--- src/sv/bdq_pkg.sv ---
`timescale 1ns / 1ps
// Shared types and codes for the bounded deque.
// No dependencies; every other file of the block uses it.
package bdq_pkg;

    localparam int CAPACITY_DEF = 16;
    localparam int DATA_W       = 32;

    typedef logic [2:0] t_func;
    localparam t_func FUNC_PUSH_FRONT = 3'd0;
    localparam t_func FUNC_PUSH_BACK  = 3'd1;
    localparam t_func FUNC_POP_FRONT  = 3'd2;
    localparam t_func FUNC_POP_BACK   = 3'd3;
    localparam t_func FUNC_DUMP       = 3'd4;

    typedef logic [1:0] t_status;
    localparam t_status ST_OK      = 2'd0;
    localparam t_status ST_FULL    = 2'd1;
    localparam t_status ST_EMPTY   = 2'd2;
    localparam t_status ST_INVALID = 2'd3;

    // command class after decode
    typedef logic [1:0] t_kind;
    localparam t_kind KIND_PUSH = 2'd0;
    localparam t_kind KIND_POP  = 2'd1;
    localparam t_kind KIND_DUMP = 2'd2;
    localparam t_kind KIND_BAD  = 2'd3;

    typedef struct packed {
        t_kind                    kind;
        logic                     at_front;
        logic signed [DATA_W-1:0] data;
    } t_cmd;

endpackage

--- src/sv/bdq_if.sv ---
`timescale 1ns / 1ps
// Valid/ready channel interfaces: command beats in, result beats out.
// Depends on bdq_pkg.
interface bdq_cmd_if;
    logic                              valid;
    logic                              ready;
    bdq_pkg::t_func                    func;
    logic signed [bdq_pkg::DATA_W-1:0] data_value;

    modport source (output valid, func, data_value, input ready);
    modport sink   (input valid, func, data_value, output ready);
endinterface

interface bdq_res_if;
    logic                              valid;
    logic                              ready;
    bdq_pkg::t_status                  status;
    logic signed [bdq_pkg::DATA_W-1:0] element_value;
    logic                              last_of_run;

    modport source (output valid, status, element_value, last_of_run, input ready);
    modport sink   (input valid, status, element_value, last_of_run, output ready);
endinterface

--- src/sv/bdq_front.sv ---
`timescale 1ns / 1ps
// Front end: takes command beats, decodes them, holds them in a 2-entry queue.
// Depends on bdq_pkg and bdq_cmd_if.
module bdq_front (
    input  logic            i_clk,
    input  logic            i_rst_n,
    bdq_cmd_if.sink         i_cmd,
    output bdq_pkg::t_cmd   o_head,
    output logic            o_head_valid,
    input  logic            i_head_pop
);

    bdq_pkg::t_cmd r_q [2];
    logic          r_wr_ptr;
    logic          r_rd_ptr;
    logic [1:0]    r_cnt;
    logic [1:0]    n_cnt;
    bdq_pkg::t_cmd cmd_dec;
    logic          push;
    logic          pop;

    assign i_cmd.ready  = (r_cnt != 2'd2);
    assign push         = i_cmd.valid && i_cmd.ready;
    assign pop          = i_head_pop && (r_cnt != 2'd0);
    assign o_head_valid = (r_cnt != 2'd0);
    assign o_head       = r_q[r_rd_ptr];

    always_comb begin
        cmd_dec.data     = i_cmd.data_value;
        cmd_dec.at_front = 1'b0;
        cmd_dec.kind     = bdq_pkg::KIND_BAD;
        case (i_cmd.func)
            bdq_pkg::FUNC_PUSH_FRONT: begin
                cmd_dec.kind     = bdq_pkg::KIND_PUSH;
                cmd_dec.at_front = 1'b1;
            end
            bdq_pkg::FUNC_PUSH_BACK: begin
                cmd_dec.kind = bdq_pkg::KIND_PUSH;
            end
            bdq_pkg::FUNC_POP_FRONT: begin
                cmd_dec.kind     = bdq_pkg::KIND_POP;
                cmd_dec.at_front = 1'b1;
            end
            bdq_pkg::FUNC_POP_BACK: begin
                cmd_dec.kind = bdq_pkg::KIND_POP;
            end
            bdq_pkg::FUNC_DUMP: begin
                cmd_dec.kind = bdq_pkg::KIND_DUMP;
            end
            default: begin
                cmd_dec.kind = bdq_pkg::KIND_BAD;
            end
        endcase
    end

    always_comb begin
        n_cnt = r_cnt;
        if (push && !pop) begin
            n_cnt = r_cnt + 2'd1;
        end else if (pop && !push) begin
            n_cnt = r_cnt - 2'd1;
        end
    end

    always_ff @(posedge i_clk) begin
        if (push) begin
            r_q[r_wr_ptr] <= cmd_dec;
        end
    end

    always_ff @(posedge i_clk) begin
        if (!i_rst_n) begin
            r_wr_ptr <= 1'b0;
            r_rd_ptr <= 1'b0;
            r_cnt    <= 2'd0;
        end else begin
            if (push) begin
                r_wr_ptr <= ~r_wr_ptr;
            end
            if (pop) begin
                r_rd_ptr <= ~r_rd_ptr;
            end
            r_cnt <= n_cnt;
        end
    end

    q_bound: assert property (@(posedge i_clk) disable iff (!i_rst_n)
        (r_cnt == 2'd2) |=> (r_cnt != 2'd0))
        else $error("command queue drained by more than one beat per cycle");

endmodule

--- src/sv/bdq_back.sv ---
`timescale 1ns / 1ps
// Back end: ring-buffer store, front pointer and count, dump sequencer, result register.
// Depends on bdq_pkg and bdq_res_if.
module bdq_back #(
    parameter int CAPACITY = bdq_pkg::CAPACITY_DEF
) (
    input  logic          i_clk,
    input  logic          i_rst_n,
    input  bdq_pkg::t_cmd i_head,
    input  logic          i_head_valid,
    output logic          o_head_pop,
    bdq_res_if.source     o_res
);

    localparam int PW = $clog2(CAPACITY);
    localparam int CW = $clog2(CAPACITY + 1);
    localparam int SW = PW + 1;
    localparam int DW = bdq_pkg::DATA_W;

    localparam logic [PW-1:0] LAST_SLOT = PW'(CAPACITY - 1);
    localparam logic [CW-1:0] CAP_CNT   = CW'(CAPACITY);
    localparam logic [SW-1:0] CAP_SUM   = SW'(CAPACITY);

    localparam logic S_IDLE = 1'b0;
    localparam logic S_DOUT = 1'b1;

    logic [DW-1:0]    r_mem [CAPACITY];
    logic [DW-1:0]    r_rdata;
    logic             r_state,  n_state;
    logic [PW-1:0]    r_fp,     n_fp;
    logic [CW-1:0]    r_count,  n_count;
    logic [PW-1:0]    r_slot,   n_slot;
    logic [CW-1:0]    r_left,   n_left;

    logic             r_out_valid;
    bdq_pkg::t_status r_out_status;
    logic [DW-1:0]    r_out_elem;
    logic             r_out_last;

    logic             out_free;
    logic             go;
    logic             emit;
    logic             is_full;
    logic             is_empty;
    logic [PW-1:0]    fp_dec;
    logic [PW-1:0]    fp_inc;
    logic [PW-1:0]    slot_inc;
    logic [SW-1:0]    tail_sum;
    logic [PW-1:0]    tail;
    logic             we;
    logic [PW-1:0]    wa;
    logic [PW-1:0]    ra;
    logic             load;
    bdq_pkg::t_status n_status;
    logic [DW-1:0]    n_elem;
    logic             n_last;

    assign out_free = !r_out_valid || o_res.ready;
    assign go       = (r_state == S_IDLE) && i_head_valid && out_free;
    assign emit     = (r_state == S_DOUT) && out_free;
    assign is_full  = (r_count == CAP_CNT);
    assign is_empty = (r_count == '0);

    assign fp_dec   = (r_fp == '0) ? LAST_SLOT : r_fp - 1'b1;
    assign fp_inc   = (r_fp == LAST_SLOT) ? '0 : r_fp + 1'b1;
    assign slot_inc = (r_slot == LAST_SLOT) ? '0 : r_slot + 1'b1;

    // back slot: front + count, always below twice the capacity
    assign tail_sum = SW'(r_fp) + SW'(r_count);
    assign tail     = (tail_sum >= CAP_SUM) ? PW'(tail_sum - CAP_SUM) : PW'(tail_sum);

    always_comb begin
        n_state    = r_state;
        n_fp       = r_fp;
        n_count    = r_count;
        n_slot     = r_slot;
        n_left     = r_left;
        we         = 1'b0;
        wa         = tail;
        ra         = r_slot;
        load       = 1'b0;
        n_status   = bdq_pkg::ST_OK;
        n_elem     = '0;
        n_last     = 1'b1;
        o_head_pop = 1'b0;

        if (go) begin
            case (i_head.kind)
                bdq_pkg::KIND_PUSH: begin
                    load       = 1'b1;
                    o_head_pop = 1'b1;
                    if (is_full) begin
                        n_status = bdq_pkg::ST_FULL;
                    end else begin
                        we      = 1'b1;
                        n_count = r_count + 1'b1;
                        if (i_head.at_front) begin
                            n_fp = fp_dec;
                            wa   = fp_dec;
                        end
                    end
                end
                bdq_pkg::KIND_POP: begin
                    load       = 1'b1;
                    o_head_pop = 1'b1;
                    if (is_empty) begin
                        n_status = bdq_pkg::ST_EMPTY;
                    end else begin
                        n_count = r_count - 1'b1;
                        if (i_head.at_front) begin
                            n_fp = fp_inc;
                        end
                    end
                end
                bdq_pkg::KIND_DUMP: begin
                    if (is_empty) begin
                        load       = 1'b1;
                        o_head_pop = 1'b1;
                        n_status   = bdq_pkg::ST_EMPTY;
                    end else begin
                        ra      = r_fp;
                        n_slot  = r_fp;
                        n_left  = r_count;
                        n_state = S_DOUT;
                    end
                end
                default: begin
                    load       = 1'b1;
                    o_head_pop = 1'b1;
                    n_status   = bdq_pkg::ST_INVALID;
                end
            endcase
        end

        if (emit) begin
            load   = 1'b1;
            n_elem = r_rdata;
            n_last = (r_left == CW'(1));
            if (n_last) begin
                o_head_pop = 1'b1;
                n_state    = S_IDLE;
            end else begin
                n_slot = slot_inc;
                ra     = slot_inc;
                n_left = r_left - 1'b1;
            end
        end
    end

    always_ff @(posedge i_clk) begin
        if (we) begin
            r_mem[wa] <= i_head.data;
        end
        r_rdata <= r_mem[ra];
    end

    always_ff @(posedge i_clk) begin
        if (load) begin
            r_out_status <= n_status;
            r_out_elem   <= n_elem;
            r_out_last   <= n_last;
        end
        r_slot <= n_slot;
        r_left <= n_left;
    end

    always_ff @(posedge i_clk) begin
        if (!i_rst_n) begin
            r_state     <= S_IDLE;
            r_fp        <= '0;
            r_count     <= '0;
            r_out_valid <= 1'b0;
        end else begin
            r_state <= n_state;
            r_fp    <= n_fp;
            r_count <= n_count;
            if (load) begin
                r_out_valid <= 1'b1;
            end else if (o_res.ready) begin
                r_out_valid <= 1'b0;
            end
        end
    end

    assign o_res.valid         = r_out_valid;
    assign o_res.status        = r_out_status;
    assign o_res.element_value = r_out_elem;
    assign o_res.last_of_run   = r_out_last;

    dump_keeps_state: assert property (@(posedge i_clk) disable iff (!i_rst_n)
        (r_state == S_DOUT) |=> ($stable(r_count) && $stable(r_fp)))
        else $error("queue state changed during a dump");

    dump_left_in_range: assert property (@(posedge i_clk) disable iff (!i_rst_n)
        (r_state == S_DOUT) |-> ((r_left != '0) && (r_left <= r_count)))
        else $error("dump counter outside the held entries");

    full_push_refused: assert property (@(posedge i_clk) disable iff (!i_rst_n)
        (go && (i_head.kind == bdq_pkg::KIND_PUSH) && is_full)
            |=> ($stable(r_count) && $stable(r_fp)))
        else $error("push into a full queue changed the state");

    mid_run_only_in_dump: assert property (@(posedge i_clk) disable iff (!i_rst_n)
        (r_out_valid && !r_out_last) |-> (r_state == S_DOUT))
        else $error("non-final result beat outside a dump");

endmodule

--- src/sv/bounded_deque_top.sv ---
`timescale 1ns / 1ps
// Bounded deque: commands are queued and each result is registered; a dump streams its
// elements through the store read and result registers. While results are taken, push,
// pop and bad codes go one per cycle, as do dump elements; the 2-entry queue lowers ready
// when full, as in a dump. Synchronous active-low reset clears pointers, count, queue and
// result valid; the element store keeps undefined contents until written.
// Depends on bdq_pkg, bdq_if, bdq_front and bdq_back.
module bounded_deque_top #(
    parameter int CAPACITY = bdq_pkg::CAPACITY_DEF
) (
    input  logic      i_clk,
    input  logic      i_rst_n,
    bdq_cmd_if.sink   i_cmd,
    bdq_res_if.source o_res
);

    // decoded command at the head of the queue, handed front to back
    bdq_pkg::t_cmd head;
    logic          head_valid;
    logic          head_pop;

    // Front: decode func into a command class and buffer up to two beats,
    // so that a new command is taken while the back end streams a dump.
    bdq_front u_front (
        .i_clk        (i_clk),
        .i_rst_n      (i_rst_n),
        .i_cmd        (i_cmd),
        .o_head       (head),
        .o_head_valid (head_valid),
        .i_head_pop   (head_pop)
    );

    // Back: owns the ring buffer (one write and one registered read per
    // cycle), front pointer and count; full/empty checks happen here as
    // they need the live count. Results go out through a single register
    // that can reload in the cycle its beat is taken.
    bdq_back #(
        .CAPACITY (CAPACITY)
    ) u_back (
        .i_clk        (i_clk),
        .i_rst_n      (i_rst_n),
        .i_head       (head),
        .i_head_valid (head_valid),
        .o_head_pop   (head_pop),
        .o_res        (o_res)
    );

endmodule
--- src/flat_wrapper.sv ---
// flat-port wrapper written by rule: the top's interface ports become plain ports
module bounded_deque_top_flat 
#(
    parameter int CAPACITY = bdq_pkg::CAPACITY_DEF
)
  (i_clk, i_rst_n, i_cmd_valid, i_cmd_func, i_cmd_data_value, i_cmd_ready, o_res_valid, o_res_status, o_res_element_value, o_res_last_of_run, o_res_ready);
  bdq_cmd_if i_cmd_i ();
  bdq_res_if o_res_i ();
  input  logic i_clk;
  input  logic i_rst_n;
  input wire logic [$bits(i_cmd_i.valid)-1:0] i_cmd_valid;
  input wire logic [$bits(i_cmd_i.func)-1:0] i_cmd_func;
  input wire logic [$bits(i_cmd_i.data_value)-1:0] i_cmd_data_value;
  output wire logic [$bits(i_cmd_i.ready)-1:0] i_cmd_ready;
  output wire logic [$bits(o_res_i.valid)-1:0] o_res_valid;
  output wire logic [$bits(o_res_i.status)-1:0] o_res_status;
  output wire logic [$bits(o_res_i.element_value)-1:0] o_res_element_value;
  output wire logic [$bits(o_res_i.last_of_run)-1:0] o_res_last_of_run;
  input wire logic [$bits(o_res_i.ready)-1:0] o_res_ready;
  assign i_cmd_i.valid = i_cmd_valid;
  assign i_cmd_i.func = i_cmd_func;
  assign i_cmd_i.data_value = i_cmd_data_value;
  assign i_cmd_ready = i_cmd_i.ready;
  assign o_res_valid = o_res_i.valid;
  assign o_res_status = o_res_i.status;
  assign o_res_element_value = o_res_i.element_value;
  assign o_res_last_of_run = o_res_i.last_of_run;
  assign o_res_i.ready = o_res_ready;
  bounded_deque_top #(.CAPACITY(CAPACITY)) u_core (.i_clk(i_clk), .i_rst_n(i_rst_n), .i_cmd(i_cmd_i), .o_res(o_res_i));
endmodule
--- config.mk ---
export PLATFORM = sky130hd
export DESIGN_NAME = bounded_deque_top_flat
export DESIGN_NICKNAME = d
export VERILOG_FILES = /design/src/sv/bdq_pkg.sv /design/src/sv/bdq_if.sv /design/src/sv/bdq_front.sv /design/src/sv/bdq_back.sv /design/src/sv/bounded_deque_top.sv /design/src/flat_wrapper.sv
export SDC_FILE = /design/constraint.sdc
export NUM_CORES = 1
export LEC_CHECK = 0
export BUFFER_PORTS_ARGS = -buffer_cell sky130_fd_sc_hd__buf_2
export CAP_MARGIN = 0
export CORE_MARGIN = 3
export CORE_UTILIZATION = 43
export CTS_CLUSTER_DIAMETER = 80
export DETAILED_ROUTE_END_ITERATION = 10
export SYNTH_ARGS = -nofsm -noshare
export SYNTH_HDL_FRONTEND = slang
export SYNTH_SLANG_ARGS = --single-unit
export TNS_END_PERCENT = 1
--- constraint.sdc ---
create_clock -name i_clk -period 7.2 [get_ports i_clk]
set_clock_uncertainty 0.2 [all_clocks]
set_input_delay 1.08 -clock i_clk [delete_from_list [all_inputs] [get_ports i_clk]]
set_output_delay 1.08 -clock i_clk [all_outputs]
set_load 0.01 [all_outputs]
* Word-level counts from Yosys, hierarchy flattened
Memories as Yosys holds them, arrays and structs flattened. A register that Yosys moved wholly into a read port is not among the register bits.
Index checks and enable logic that the tools add are counted.
** Storage, ports and cells
- Flip-flop bits (word level) :: 59
- RAM bits :: 582
- Input port bits :: 39
- Logic and storage cells :: 123
- Memories :: 2
** Memories
- u_core.u_back.r_mem :: words 16, width 32, rd ports 1, clocked after memory_dff 1, write ports 1, line bdq_back.sv:27 : logic [DW-1:0] r_mem [CAPACITY];
- u_core.u_front.r_q :: words 2, width 35, rd ports 1, clocked after memory_dff 1, write ports 1, line bdq_front.sv:13 : bdq_pkg::t_cmd r_q [2];
** Operators by class
- Add/subtract/negate cells :: 10
- $lt $le $gt $ge :: 1
- Equal/unequal tests :: 15
- Multiplexer cells :: 55
- Bitwise gates (word level) :: 3
- Reductions and logical operators :: 25
** Operators by type and width (count)
- $mux 4 :: 17
- $mux 5 :: 7
- $mux 1 :: 24
- $pmux 5 s2 :: 1
- $sub 5x1->5 const B :: 2
- $add 4x1->4 const B :: 2
- $eq 4x4->1 const B :: 2
- $pmux 4 s2 :: 1
- $reduce_bool 2->1 :: 4
- $reduce_or 2->1 :: 4
- $sub 4x1->4 const B :: 2
- $logic_and 1x1->1 :: 7
- $eq 3x2->1 const B :: 2
- $mux 2 :: 3
- $ne 2x2->1 const B :: 3
- $pmux 2 s3 :: 1
- $reduce_and 6->1 :: 1
- $add 4x5->5 :: 1
- $add 5x1->5 const B :: 1
- $eq 5x1->1 const B :: 1
- $eq 5x5->1 const B :: 1
- $ge 5x5->1 const B :: 1
- $logic_not 5->1 :: 1
- $logic_not 4->1 :: 1
- other kinds (14) :: 19

* Depth between registers and ports, before layout
Gate-level depths: netlist (run 1).
- Depth after elaboration :: 10
- Depth in mapped cells :: 17

* Cells and area by module
From an unflattened synthesis (run 1), not the netlist that was laid out.
** Unflattened totals
- Cells, all modules :: 1913
- Area, all modules :: 28229.6 um2
** By module, submodules not included
- bdq_back :: instances 1, cells each 1777, area an instance 25453.2 um2, sequential area each 17466.8 um2
- bdq_front :: instances 1, cells each 136, area an instance 2776.4 um2, sequential area each 2202.1 um2

* Worst setup path before layout (run 1)
Ideal clock, no wire load.
- Path type :: register -> register
- Start point :: reg with a tool-made name
- End point :: mem u_core.u_back.r_mem[2][0] (netlist bit) (enable)
- Setup time :: 421 ps
- Arrival :: 3935 ps
- Setup slack :: 2644 ps
- Stages on the path, launching flop included :: 10
- Path buffers :: 3
- Path through :: dfxtp_1 > clkbuf_1 > clkbuf_1 > mux2i_1 > ha_1 > clkbuf_1 > nand4_1 > mux2_2 > or2_2 > nor2_1
** RTL lines (line)
- end, declared :: bdq_back.sv:27

==> results of run 1 <==
-- worst max path at each step --
stage	start	end	depth (start not counted)
floorplan	flop	u_core.u_back.r_mem[2][0]	9
global placement	o_res_ready	u_core.u_back.r_rdata[10]	11
detailed placement	o_res_ready	u_core.u_back.r_rdata[9]	11
CTS	flop	u_core.u_back.r_rdata[3]	14
global route	flop	u_core.u_back.r_rdata[6]	14
finish	flop	u_core.u_back.r_rdata[3]	14
-- flip-flops by register name, indices dropped and copies added (netlist names), named ones only --
name                               flops
u_core.u_back.r_fp                     4
u_core.u_front.r_wr_ptr                1
u_core.u_back.o_res.last_of_run        1
u_core.u_back.r_slot                   4
u_core.u_back.r_count                  5
u_core.u_back.r_rdata                 32
u_core.u_front.r_cnt                   2
u_core.u_front.r_rd_ptr                1
u_core.u_back.o_res.valid              1
u_core.u_front.r_q                    70
u_core.u_back.o_res.status             2
u_core.u_back.r_state                  1
u_core.u_back.o_res.element_value     32
u_core.u_back.r_mem                  512
u_core.u_back.r_left                   5
-- per-stage QoR --
stage	hold slack, ps	power (W)
floorplan	272	0.00821
global placement	287	0.00941
detailed placement	293	0.00949
CTS	311	0.0130
global route	337	0.0136
finish	307	0.0129
-- Yosys cell counts (all sizes together) (2+ instances only) --
cell,number,area (sq um)
fa,2,40.0
a31oi,68,440
o21a,2,15.0
nand3,294,1470
nor2,45,169
nor2b,3,18.8
nand2b,7,43.8
and3,37,231
a21o,4,30.0
dfxtp,57,1140
o21ai,20,100
nor3,4,20.0
a211oi,2,15.0
buf,89,463
a22oi,32,240
inv,19,71.3
mux2,36,405
a221oi,3,26.3
edfxtp,617,18500
o21bai,2,15.0
a221o,2,20.0
or3,4,25.0
ha,15,188
or2,2,12.5
clkbuf,30,113
or4,2,15.0
xnor2,5,43.8
mux2i,7,70.1
a21oi,18,90.1
nand2,528,1980
nand4,2,12.5
xor2,9,78.8
-- critical path, delay by kind of cell (launching register included) --
kind	cells	cell delay (ps)
compound gates	4	890
mux	1	440
buf+inv	4	1790
fa+ha+maj	1	230
flops	1	320
simple gates	4	670
-- kinds of logic (layout without fill, tap and decap cells) --
family | after synthesis | after routing | share of synthesized area (%)
multiplexers | 43 | 43 | 1.81
adder cells (fa/ha/maj) | 17 | 17 | 0.869
flip-flops | 674 | 674 | 75.0
AO/OA/AOI/OAI | 157 | 157 | 3.97
AND/OR/NAND/NOR | 932 | 932 | 15.4
XOR/XNOR | 14 | 14 | 0.468
buffers and inverters | 138 | 249 | 2.47
-- cell type report --
| type | instances | area, sq um | share of cell area (%) |
|---|---|---|---|
| clock buffers | 86 | 1860 | 6.29 |
| clock inverters | 35 | 338 | 1.14 |
| inverters | 19 | 81.3 | 0.274 |
| multi-input cells | 1163 | 6080 | 20.5 |
| flip-flops and latches | 674 | 19700 | 66.4 |
| well taps | 773 | 967 | 3.26 |
| repair buffers | 109 | 643 | 2.17 |
-- metal layers --
layer	wire length, um	part of all wire (%)
met1	27300	44
met2	29800	48
met3	3390	5.4
met4	1700	2.7
met5	0	0
-- report_power, final --
part	switching [W]	total [W]	internal, W
Sequential	0.000161	0.00524	0.00508
Combinational	0.00296	0.00414	0.00118
Clock	0.00141	0.00349	0.00208
==> results.tsv, run 1 <==
stage	metric	value	unit
outcome	status	finished, final reports clean	
clock_network	h-tree-depth	3	
synth	yosysUniqueCellTypes	46	
timing	period_share	65.7	%
clock_network	clock_latency	580	ps
min_path	min_to	u_core.u_front.r_rd_ptr	
placed_design	io_buffers	75	
placed_design	placed_area	27400	sq um
grt	grt_max_degree	179	
min_path	min_path_type	reg2reg	
worst_setup_path	worstSetupPathType	reg2reg	
clock_network	clock-sinks	674	
route	ant_nets	0	
floorplanning	die_w	253	um
floorplanning	io_pins	76	
synth	synth_cells	1975	
route	drc	0	
worst_setup_path	regToRegSetupSlack	2470	ps
worst_setup_path	crit_fanout	103	
timing	drv_slew	0	
route	drt_iter0_markers	1597	
timing	fmax	212	MHz
synth	syn_nets	2031	
cells_and_area	layout.nets	2092	
timing	setup_slack	2470	ps
synth	ys_warn_count	0	
clock_network	clock_path_buffers	3	
synth	synth_edf_count	617	
floorplanning	die_h	253	um
synth	syn_area_per_cell	13.3	sq um
worst_setup_path	cp.arrival	4990	ps
worst_setup_path	regToRegEndpoint	u_core.u_back.r_rdata[3]	
timing	setup_viol	0	
worst_setup_path	r2r_cells	14	
clock_network	clock-root-buffer	clkbuf_16	
clock_network	cts_tree	done	
floorplanning	die-area	64000	sq um
clock_network	cts_setup_buffers	0	
placed_design	place_ws	1980	ps
grt	grt_most_used_layer	met2	
timing	relSlewSlack	28.5	%
cells_and_area	fin_area	29600	sq um
min_path	hold_depth	2	
cells_and_area	mostFrequentLayoutCell	edfxtp_1	
clock_network	cts_hold_buf	0	
power_and_ir_drop	power_leakage	10.4	nW
synth	async_reset_ff_share	0	%
worst_setup_path	crit_path_end_kind	flop	
grt	overflow	0	
grt	grt_pass1_wl	93.7	mm
floorplanning	start_util	43.9	%
synth	synth_area	26200	sq um
worst_setup_path	cp_cell_sequence	buf_4 -> mux2i_1 -> inv_1 -> ha_1 -> o21a_1 -> and3_1 -> nand2_1 -> nand2_1 -> a31o_4 -> inv_6 -> buf_4 -> a31oi_1 -> a22oi_1 -> nand3_1	
timing	timing.final.hold_violations	0	
route	first_pass_iters	5	
placed_design	post-dp-hpwl	31.2	mm
timing	rsz0062_at_grt	no	
grt	antenna_found_initial	0	
cells_and_area	final_cell_mix	617 x edfxtp_1, 527 x nand2_1, 294 x nand3_1	
route	wire_per_inst	21.8	um
cells_and_area	fin_cells	2859	
min_path	hold_start	u_core.u_front.r_rd_ptr	
route	routed_via_density	5.50	
clock_network	path_clk_slew	60	ps
worst_setup_path	slowest_stage	inv_6	
worst_setup_path	cp_slowest_stage_delay	720	ps
worst_setup_path	cp_data_required_time	7460	ps
flow_run	cap_violations	0	
grt	met1_usage	26.4	%
placed_design	gp_congestion	0.815	
worst_setup_path	crit_path_start_kind	flop	
synth	synth_ff_type	edfxtp_1	
floorplanning	core-area	59700	sq um
cells_and_area	area_delta_synth_final	13.1	%
clock_network	numCtsBuffers	69	
cells_and_area	layout-drive-gt1-share	13.0	%
grt	grt_use_met2	32.2	%
synth	ys_ff_latch	674	
placed_design	dp_cells	2738	
route	totalWireLength	62.3	mm
cells_and_area	n_fill_cell	5104	
clock_network	cts_resized	0	
grt	track_usage	19.5	%
power_and_ir_drop	power.density	434	nW/um^2
timing	worst_pin_slew	1070	ps
cells_and_area	post-route-util	49.7	%
synth	yosysSeqAreaShare	75.0	%
timing	finalSetupTns	0	ps
cells_and_area	antenna_cells	0	
power_and_ir_drop	vdd_ir_drop_max	0.000347	V
route	vias	15713	
floorplanning	placementRows	89	
grt	grt_pass1_vias	15327	
timing	min_period	4730	ps
grt	grt_util_met3	3.09	%
No activity file was read; power rests on OpenSTA's default activity.
==> run 2, diff against run 1 <==
Clock period 7.2 ns to 4.37 ns, I/O delays scaled along.
==> run 2 against run 1 <==
- sequential share of layout area fell by 0.77 points
- die area did not move
- count of clock-buffer cells in the layout up 20
- non-clock buffer count up 13
- first-iteration DRC count is 12% lower
- global-route usage down 0.23 points
- via count grew 0.23%
- final area grew 1.2%
- core utilization rose by 0.58 points
- worst hold slack got worse by 260 ps
- clock power up 70%
- worst setup slack worse by 2000 ps
==> results.tsv, run 2 (same netlist as run 1, synthesis figures left out) <==
stage	metric	value	unit	change
timing	fmax	260	MHz	+23%
cells_and_area	fin_cells	2881		+0.77%
cells_and_area	largest_registers	u_core.u_back.r_mem (512), u_core.u_front.r_q (70)		
floorplanning	die_w	253	um	unchanged
floorplanning	die_h	253	um	unchanged
power_and_ir_drop	vdd_ir_drop_max	0.000833	V	+140%
worst_setup_path	regToRegEndpoint	u_core.u_back.r_rdata[7]		
clock_network	clock-root-buffer	clkbuf_16		
clock_network	path_clk_slew	60	ps	about the same
cells_and_area	layout-drive-gt1-share	13.6	%	+0.53 points
power_and_ir_drop	finalPower	0.0216	W	+68%
worst_setup_path	r2r_start	u_core.u_back.r_state		
worst_setup_path	crit_family	simple AND/OR/NAND/NOR gates		
route	drt_iter0_markers	1403		-12%
cells_and_area	area_delta_synth_final	14.4	%	
worst_setup_path	crit_path_end_kind	flop		
cells_and_area	n_fill_cell	5030		-1.4%
worst_setup_path	cp_data_required_time	4700	ps	-2760 ps
min_path	min_path_type	in2reg		
grt	track_usage	19.3	%	-0.23 points
clock_network	clock_path_buffers	3		unchanged
clock_network	cts_resized	0		unchanged
cells_and_area	regMostFlops	u_core.u_back.r_mem		
clock_network	clock_latency	610	ps	+30 ps
timing	period_share	88.1	%	+22 points
worst_setup_path	path_buf_inv	1		-3
timing	setup_viol	0		unchanged
route	vias	15749		+0.23%
timing	timing.final.hold_violations	0		unchanged
placed_design	post-dp-hpwl	33.3	mm	+6.9%
worst_setup_path	r2r_cells	8		-6
cells_and_area	largest_register_ffs	512		unchanged
worst_setup_path	slowest_stage	nor2b_4		
placed_design	io_buffers	75		unchanged
power_and_ir_drop	p_comb_share	32.5	%	+0.4 points
clock_network	h-tree-depth	3		unchanged
timing	whs	49.4	ps	-258 ps
power_and_ir_drop	sw_frac_of_total	35.5	%	+0.24 points
floorplanning	placementRows	89		unchanged
clock_network	numCtsBuffers	70		+1.4%
timing	setup_slack	520	ps	-1950 ps
grt	overflow	0		unchanged
power_and_ir_drop	power_leakage	10.6	nW	+1.4%
power_and_ir_drop	clkPwrFrac	27.4	%	+0.3 points
power_and_ir_drop	intPower	0.0139	W	+67%
route	first_pass_iters	6		+1
power_and_ir_drop	p_switching	0.00766	W	+69%
placed_design	place_ws	472	ps	-1510 ps
cells_and_area	mostFrequentLayoutCell	edfxtp_1		
route	ant_nets	0		unchanged
worst_setup_path	crit_path_start_kind	flop		
min_path	min_to	u_core.u_front.r_q[0][15]		
clock_network	cts_tree	done		
worst_setup_path	cp_slowest_stage_delay	900	ps	+180 ps
worst_setup_path	worst_path_most_repeated_cell	nand3_1		
worst_setup_path	worstSetupPathType	reg2reg		
placed_design	dp_cells	2747		+0.33%
route	wire_per_inst	21.5	um	-1.2%
min_path	hold_start	i_cmd_data_value[15]		
worst_setup_path	cp_cell_sequence	and3_1 -> inv_2 -> o21ai_0 -> a21oi_1 -> or2_2 -> nor2b_4 -> nand3_1 -> nand3_1		
timing	worst_pin_slew	1190	ps	+121 ps
grt	grt_pass1_vias	15208		-0.78%
flow_run	cap_violations	0		unchanged
floorplanning	die-area	64000	sq um	unchanged
timing	rsz0062_at_grt	no		
min_path	hold_depth	1		-1
floorplanning	io_pins	76		unchanged
floorplanning	core-area	59700	sq um	unchanged
grt	antenna_found_initial	0		unchanged
cells_and_area	post-route-util	50.2	%	+0.58 points
route	routed_via_density	5.47		-0.54%
route	drc	0		unchanged
worst_setup_path	cp.arrival	4180	ps	-810 ps
clock_network	clock-sinks	674		unchanged
timing	min_period	3850	ps	-877 ps
grt	grt_pass1_wl	93.3	mm	-0.45%
cells_and_area	final_cell_mix	617 x edfxtp_1, 527 x nand2_1, 294 x nand3_1		
worst_setup_path	regToRegSetupSlack	520	ps	-1950 ps
power_and_ir_drop	power.density	720	nW/um^2	+66%
floorplanning	start_util	43.9	%	unchanged
cells_and_area	antenna_cells	0		unchanged
grt	grt_max_degree	138		-23%
cells_and_area	layout.nets	2106		+0.67%
route	totalWireLength	62.0	mm	-0.47%
outcome	status	finished, final reports clean		
timing	relSlewSlack	20.3	%	-8.2 points
worst_setup_path	crit_fanout	32		-69%
power_and_ir_drop	power_frac_seq	40.1	%	-0.6 points
timing	drv_slew	0		unchanged
placed_design	gp_congestion	0.802		-1.6%
-- run 2: repair_timing --
action | CTS | global route
setup buffers | 0 | 0
endpoints found under the hold margin | 8 | 0
hold buffers | 4 | 0
endpoints found under the setup margin | 0 | 0
-- run 2: per-layer routing --
metal	global-route usage (%)	vias up	part of all wire (%)
met2	31.0	506	48
met1	27.2	7800	44
met3	3.09	100	6.0
li1	-	7343	-
met4	6.13	0	2.4
met5	0	-	0
-- run 2: worst register-to-register path: stages (launching register included) --
cell and delay (ps):
dfxtp_1 770, and3_1 530, inv_2 200, o21ai_0 170, a21oi_1 220, or2_2 380
nor2b_4 900, nand3_1 260, nand3_1 150
-- run 2: layout make-up --
type                       count  area (sq um)  area share, %
sequential                   674         19700           65.6
multi-input combinational   1163          6080           20.3
clock buffer                 106          2030           6.78
tap                          773           967           3.23
timing repair buffer         122           901           3.00
clock inverter                24           263          0.876
inverter                      19          78.8          0.263
-- run 2: power by group through the flow --
| stage | clock network, W | logic, W | registers [W] |
|---|---|---|---|
| 6_report | 0.00592 | 0.00701 | 0.00866 |
| 5_1_grt | 0.00630 | 0.00783 | 0.00871 |
| 4_1_cts | 0.00604 | 0.00709 | 0.00867 |
| 3_5_place_dp | 0 | 0.00707 | 0.00880 |
| 3_3_place_gp | 0 | 0.00697 | 0.00879 |
| 2_1_floorplan | 0 | 0.00477 | 0.00875 |
-- run 2: how the worst max path moves through the flow --
| stage | slack (ps) | cells past startpoint | endpoint | start |
|---|---|---|---|---|
| 3_5_place_dp | 470 | 10 | u_core.u_back.r_rdata[8] | o_res_ready |
| 2_1_floorplan | -180 | 9 | u_core.u_back.r_mem[10][0] | flop |
| 4_1_cts | 560 | 8 | u_core.u_back.r_rdata[7] | u_core.u_back.r_state |
| 3_3_place_gp | 610 | 10 | u_core.u_back.r_rdata[6] | o_res_ready |
| 6_report | 520 | 8 | u_core.u_back.r_rdata[7] | u_core.u_back.r_state |
| 5_1_grt | 290 | 8 | u_core.u_back.r_rdata[21] | u_core.u_back.r_state |
-- run 2: through the flow --
step	area, sq um	TNS, ps
4_1_cts	30000	0
2_1_floorplan	26200	-22500
3_5_place_dp	27700	0
3_3_place_gp	27700	0
6_report	30000	0
5_1_grt	30000	0
